===== src/rtl/chmc_pkg.sv =====
// Shared constants, types and state encoding of the convex hull block.
`timescale 1ns / 1ps
package chmc_pkg;

  localparam int MAX_POINTS  = 64;
  localparam int COORD_BITS  = 16;
  localparam int STACK_DEPTH = MAX_POINTS + 1;
  localparam int CNT_W       = $clog2(MAX_POINTS + 1);
  localparam int SADDR_W     = $clog2(MAX_POINTS);
  localparam int HADDR_W     = $clog2(STACK_DEPTH);
  localparam int TOP_W       = $clog2(STACK_DEPTH + 1);
  localparam int DIFF_W      = COORD_BITS + 1;
  localparam int PROD_W      = 2 * DIFF_W;
  localparam int PT_W        = 2 * COORD_BITS;

  typedef struct packed {
    logic signed [COORD_BITS-1:0] x;
    logic signed [COORD_BITS-1:0] y;
  } point_t;

  typedef enum logic [4:0] {
    S_IDLE, S_INS_RD, S_INS_CMP, S_INS_KEY, S_ENDPT, S_HINIT, S_HFETCH, S_HCAP,
    S_HCHK, S_HRA, S_HRB, S_HMUL, S_HPROD, S_HCMP, S_HPUSH, S_EINIT, S_ERD,
    S_ELD, S_EMPTY, S_EWAIT, S_CLR
  } state_t;

  typedef struct packed {
    logic accept;
    logic ins_rd;
    logic ins_cmp;
    logic ins_key;
    logic hinit;
    logic hfetch;
    logic hcap;
    logic hra;
    logic hrb;
    logic hmul;
    logic hprod;
    logic hcmp;
    logic push;
    logic einit;
    logic erd;
    logic eld;
    logic eempty;
    logic clear;
  } cmd_t;

  typedef struct packed {
    logic full;
    logic j_zero;
    logic key_less;
    logic last;
    logic cnt_ge3;
    logic can_test;
    logic turn_bad;
    logic upper_end;
    logic hull_small;
    logic out_taken;
    logic out_last;
  } status_t;

endpackage


===== src/rtl/chmc_ctrl.sv =====
// Controller state machine sequencing load, sort, hull pass and emission.
`timescale 1ns / 1ps
module chmc_ctrl (
  input  logic               clk,
  input  logic               rst,
  input  logic               in_valid,
  output logic               in_ready,
  input  chmc_pkg::status_t  status,
  output chmc_pkg::cmd_t     cmd
);
  import chmc_pkg::*;

  state_t state;
  state_t state_next;

  always_ff @(posedge clk) begin
    if (rst) begin
      state <= S_IDLE;
    end else begin
      state <= state_next;
    end
  end

  always_comb begin
    state_next = state;
    unique case (state)
      S_IDLE: begin
        if (in_valid) begin
          state_next = status.full ? S_ENDPT : S_INS_RD;
        end
      end
      S_INS_RD:  state_next = status.j_zero ? S_INS_KEY : S_INS_CMP;
      S_INS_CMP: state_next = status.key_less ? S_INS_RD : S_INS_KEY;
      S_INS_KEY: state_next = S_ENDPT;
      S_ENDPT: begin
        if (!status.last) begin
          state_next = S_IDLE;
        end else begin
          state_next = status.cnt_ge3 ? S_HINIT : S_EMPTY;
        end
      end
      S_HINIT:  state_next = S_HFETCH;
      S_HFETCH: state_next = S_HCAP;
      S_HCAP:   state_next = S_HCHK;
      S_HCHK:   state_next = status.can_test ? S_HRA : S_HPUSH;
      S_HRA:    state_next = S_HRB;
      S_HRB:    state_next = S_HMUL;
      S_HMUL:   state_next = S_HPROD;
      S_HPROD:  state_next = S_HCMP;
      S_HCMP:   state_next = status.turn_bad ? S_HCHK : S_HPUSH;
      S_HPUSH:  state_next = status.upper_end ? S_EINIT : S_HFETCH;
      S_EINIT:  state_next = status.hull_small ? S_EMPTY : S_ERD;
      S_ERD:    state_next = S_ELD;
      S_ELD:    state_next = S_EWAIT;
      S_EMPTY:  state_next = S_EWAIT;
      S_EWAIT: begin
        if (status.out_taken) begin
          state_next = status.out_last ? S_CLR : S_ERD;
        end
      end
      S_CLR:    state_next = S_IDLE;
      default:  state_next = S_IDLE;
    endcase
  end

  always_comb begin
    cmd      = '0;
    in_ready = 1'b0;
    unique case (state)
      S_IDLE: begin
        in_ready   = 1'b1;
        cmd.accept = in_valid;
      end
      S_INS_RD:  cmd.ins_rd  = 1'b1;
      S_INS_CMP: cmd.ins_cmp = 1'b1;
      S_INS_KEY: cmd.ins_key = 1'b1;
      S_ENDPT: begin
      end
      S_HINIT:  cmd.hinit  = 1'b1;
      S_HFETCH: cmd.hfetch = 1'b1;
      S_HCAP:   cmd.hcap   = 1'b1;
      S_HCHK: begin
      end
      S_HRA:    cmd.hra    = 1'b1;
      S_HRB:    cmd.hrb    = 1'b1;
      S_HMUL:   cmd.hmul   = 1'b1;
      S_HPROD:  cmd.hprod  = 1'b1;
      S_HCMP:   cmd.hcmp   = 1'b1;
      S_HPUSH:  cmd.push   = 1'b1;
      S_EINIT:  cmd.einit  = 1'b1;
      S_ERD:    cmd.erd    = 1'b1;
      S_ELD:    cmd.eld    = 1'b1;
      S_EMPTY:  cmd.eempty = 1'b1;
      S_EWAIT: begin
      end
      S_CLR:    cmd.clear  = 1'b1;
      default: begin
      end
    endcase
  end

  a_ready_idle: assert property (@(posedge clk) disable iff (rst)
    in_ready |-> (state == S_IDLE))
    else $error("input taken outside idle");
  a_push_after_fetch: assert property (@(posedge clk) disable iff (rst)
    cmd.hcap |=> (state == S_HCHK))
    else $error("captured point not tested");
  a_clear_after_last: assert property (@(posedge clk) disable iff (rst)
    cmd.clear |-> $past(status.out_taken && status.out_last))
    else $error("set cleared before final result");
endmodule


===== config.mk =====
export PLATFORM = sky130hd
export DESIGN_NAME = chmc_ctrl
export DESIGN_NICKNAME = d
export VERILOG_FILES = /design/src/rtl/chmc_pkg.sv /design/src/rtl/chmc_ctrl.sv
export SDC_FILE = /design/constraint.sdc
export NUM_CORES = 1
export LEC_CHECK = 0
export BUFFER_PORTS_ARGS = -buffer_cell sky130_fd_sc_hd__buf_2
export CAP_MARGIN = 20
export CORE_UTILIZATION = 40
export DETAILED_ROUTE_END_ITERATION = 10
export PLACE_DENSITY = 0.76
export RECOVER_POWER = 50
export SLEW_MARGIN = 20
export SYNTH_ARGS = -nofsm -noshare
export SYNTH_HDL_FRONTEND = slang
export SYNTH_SLANG_ARGS = --single-unit
export TNS_END_PERCENT = 1

===== constraint.sdc =====
create_clock -name clk -period 4.5 [get_ports clk]
set_clock_uncertainty 0.1 [all_clocks]
set_input_delay 0 -clock clk [delete_from_list [all_inputs] [get_ports clk]]
set_output_delay 0 -clock clk [all_outputs]
set_load 0.02 [all_outputs]

==> results.py <==
metrics = {
    "status": {
        "run_status": "finished, final reports clean",
    },
    "sta": {
        "final_min_period_over_clock_period_pct": 45.6,
        "rsz0062_at_grt": "no",
        "tightest_slew_ps": 612,
        "finalHoldViolCount": 0,
        "max_slew_margin_pct": 59.1,
        "timing.final.max_slew_violations": 0,
        "setup-violations-final": 0,
        "post-route-min-period_ps": 2050,
        "max_freq_mhz": 487,
        "final.setup.tns_ps": 0,
        "worst_hold_slack_ps": 22.0,
    },
    "floorplanning": {
        "core.rowCount": 13,
        "die_width_um": 41.3,
        "dieArea_mm2": 0.00170,
        "fp.dieH_um": 41.3,
        "io_pins": 33,
        "design.core.area_mm2": 0.00137,
        "floorplan.initialDensity_pct": 45.1,
    },
    "synth": {
        "post_synthesis_sequential_area_ratio_pct": 16.2,
        "post_synth_arst_share_pct": 0,
        "postSynth.topFlopCell": "dfxtp_1",
        "count_of_flip_flops_with_a_built_in_enable_after_synthesis": 0,
        "synth_cell_types": 34,
        "netlist_top_cells_area": "dfxtp_1 (16%), nor2_1 (8.5%), a21oi_1 (6.5%)",
        "post-synth-top-area-fraction_pct": 16.2,
        "ranking_of_synthesized_cells_by_instance_count": "nor2_1 (14), nand2_1 (10), a21oi_1 (8)",
        "synthCells": 91,
        "synthesis.area_um2": 617,
        "synth_largest_area_cell": "dfxtp_1",
        "yosysMostFrequentCell": "nor2_1",
        "yosysWarningCount": 0,
        "avg_cell_area_syn_um2": 6.78,
        "synth.ff_latch_count": 5,
        "synthesis.nets": 105,
    },
    "layout": {
        "nNetsFinal": 139,
        "layout_top_registers": "state x5",
        "registers.top_by_ff_count": "state",
        "largest_reg_flops": 5,
        "areaGrowthSynthToFinish_pct": 28.4,
        "final_cell_count_no_fill": 139,
        "diodes": 0,
        "drive_gt1_share_pct": 27.4,
    },
    "detailed_routing": {
        "vias_per_cell": 5.50,
        "detailedRoute.firstPassIterationCount": 4,
        "route.vias.total": 765,
        "antenna_violating_nets_post_route": 0,
        "routed_wire_length_per_instance_um": 11.9,
        "detail_route.drc_violations": 0,
        "drt_iter0_drc": 17,
        "drt_wl_total_um": 1660,
    },
    "worst_setup_path": {
        "worst_setup_path_endpoint": "state[4]$_SDFFE_PP0P_",
        "worst_ep_required_time_ps": 4530,
        "startpoint_type": "flip-flop",
        "r2r_end": "state[4]$_SDFFE_PP0P_",
        "worstReg2RegStart": "state[4]$_SDFFE_PP0P_",
        "worst-setup-path-type": "flip-flop to flip-flop",
        "critPathArrivalTime_ps": 2090,
        "crit_path_max_fanout": 18,
        "worst_setup_path_end_kind": "flip-flop",
        "reg2reg_setup_slack_ps": 2450,
        "timing.reg2reg.worst_path_depth": 5,
        "cp-startpoint": "state[4]$_SDFFE_PP0P_",
    },
    "grt": {
        "grt_first_pass_wirelength_um": 2250,
        "antenna_found_initial": 0,
        "grt_overflow_total": 0,
        "grt_pass1_vias": 537,
        "groute.usage.overall_pct": 20.2,
        "grt_start_max_net_pins": 21,
    },
    "clocking": {
        "clock_transition_time_at_the_flip_flop_clock_pins_of_the_worst_setup_and_hold_paths_ps": 50,
        "cts.sinks": 5,
        "cts_post_setup_buffers_inserted": 0,
        "htreeDepth": 1,
        "clockRootBuffer": "clkbuf_4",
        "numCtsBuffers": 3,
        "cts_buffer_depth": 2,
        "cts_tree": "done",
        "clock_latency_ps": 240,
    },
    "worst_hold_path": {
        "min-delay-path-class": "input port to flip-flop",
        "min-delay-start": "status[10]",
        "worstHoldPathCells": 3,
    },
    "power_and_ir_drop": {
        "power_per_cell_area_mw_per_mm2": 356,
        "vdd.ir_drop.worst_mv": 0.173,
        "leakagePower_uw": 0.000332,
    },
    "flow_run": {
        "cap_viol_max_count": 0,
    },
    "placement": {
        "hpwl_after_detailed_placement_um": 1210,
        "routabilityCongestion": 0.882,
        "placed_cells": 131,
        "numPortBuffers": 32,
    },
}
-- critical path: stages (launching register included) --
cell and delay, ps:
dfxtp_1 690, inv_2 130, and3_2 270, nand4b_1 120
dlygate4sd3_1 570, a21oi_1 60
-- placed cells by master, fill, tap and decap left out, types with 2 or more instances in the layout --
cell	Yosys	layout
nand2b_1	3	3
clkbuf_4	0	3
nor4_1	2	2
nor3_1	6	6
o21ai_0	3	3
nand3_1	2	2
nor3_2	3	3
buf_2	4	23
a221oi_1	3	3
or3_1	2	3
inv_1	3	4
dfxtp_1	5	5
nor2_1	14	14
dlygate4sd3_1	0	4
clkbuf_1	0	10
a21oi_1	8	8
nand2_1	10	10
-- timing repair --
| action | in CTS | in global routing |
|---|---|---|
| endpoints found under the hold margin | 5 | 0 |
| resized for setup | 0 | 0 |
| hold buffers | 4 | 0 |
-- per-layer routing --
metal  up-vias  share of wire, %  global-route usage (%)
met2        35                45                    33.6
met1       329                46                    26.8
met4         0               1.0                    7.26
met3         2               8.1                    1.63
li1        399                 -                       -
met5         -                 0                       0
-- per-stage QoR --
stage          setup slack, ps  power (uW)  instance area [um2]  utilization, %
2_1_floorplan             2890         206                  617               -
3_3_place_gp              2730         231                  742            54.3
3_5_place_dp              2740         233                  742            54.3
4_1_cts                   2470         291                  808            59.2
5_1_grt                   2360         306                  792            58.0
6_report                  2450         282                  792            58.0
-- worst min-delay path by stage --
stage / to / slack, ps
global route: state[2]$_SDFFE_PP0P_ / 30
finish: state[2]$_SDFFE_PP0P_ / 20
floorplan: state[1]$_SDFFE_PP0P_ / -40
CTS: state[2]$_SDFFE_PP0P_ / 20
detailed placement: state[1]$_SDFFE_PP0P_ / 110
global placement: state[1]$_SDFFE_PP0P_ / 110
-- cell type report --
cell class / instances / area (um2)
clock buffer: 4 / 26.3
fill: 151 / 574
inverter: 5 / 18.8
multi-input combinational: 74 / 439
sequential: 5 / 100
tap: 15 / 18.8
timing repair buffer: 36 / 189
-- cells by family (layout without fill, tap and decap cells) --
logic type	after synthesis	in the layout	share of synthesized area, %
and+or+nand+nor	53	53	47.9
DFF	5	5	16.2
AOI/OAI and AO/OA	21	21	24.1
buffers and inverters	12	45	11.8
-- power by group --
group,switching (uW),leakage [uW],internal (uW)
logic,84.1,0.000276,57.2
clock network,19.0,0.0000150,33.6
registers,35.2,0.0000408,53.1
Power figures use the tool's default switching activity.
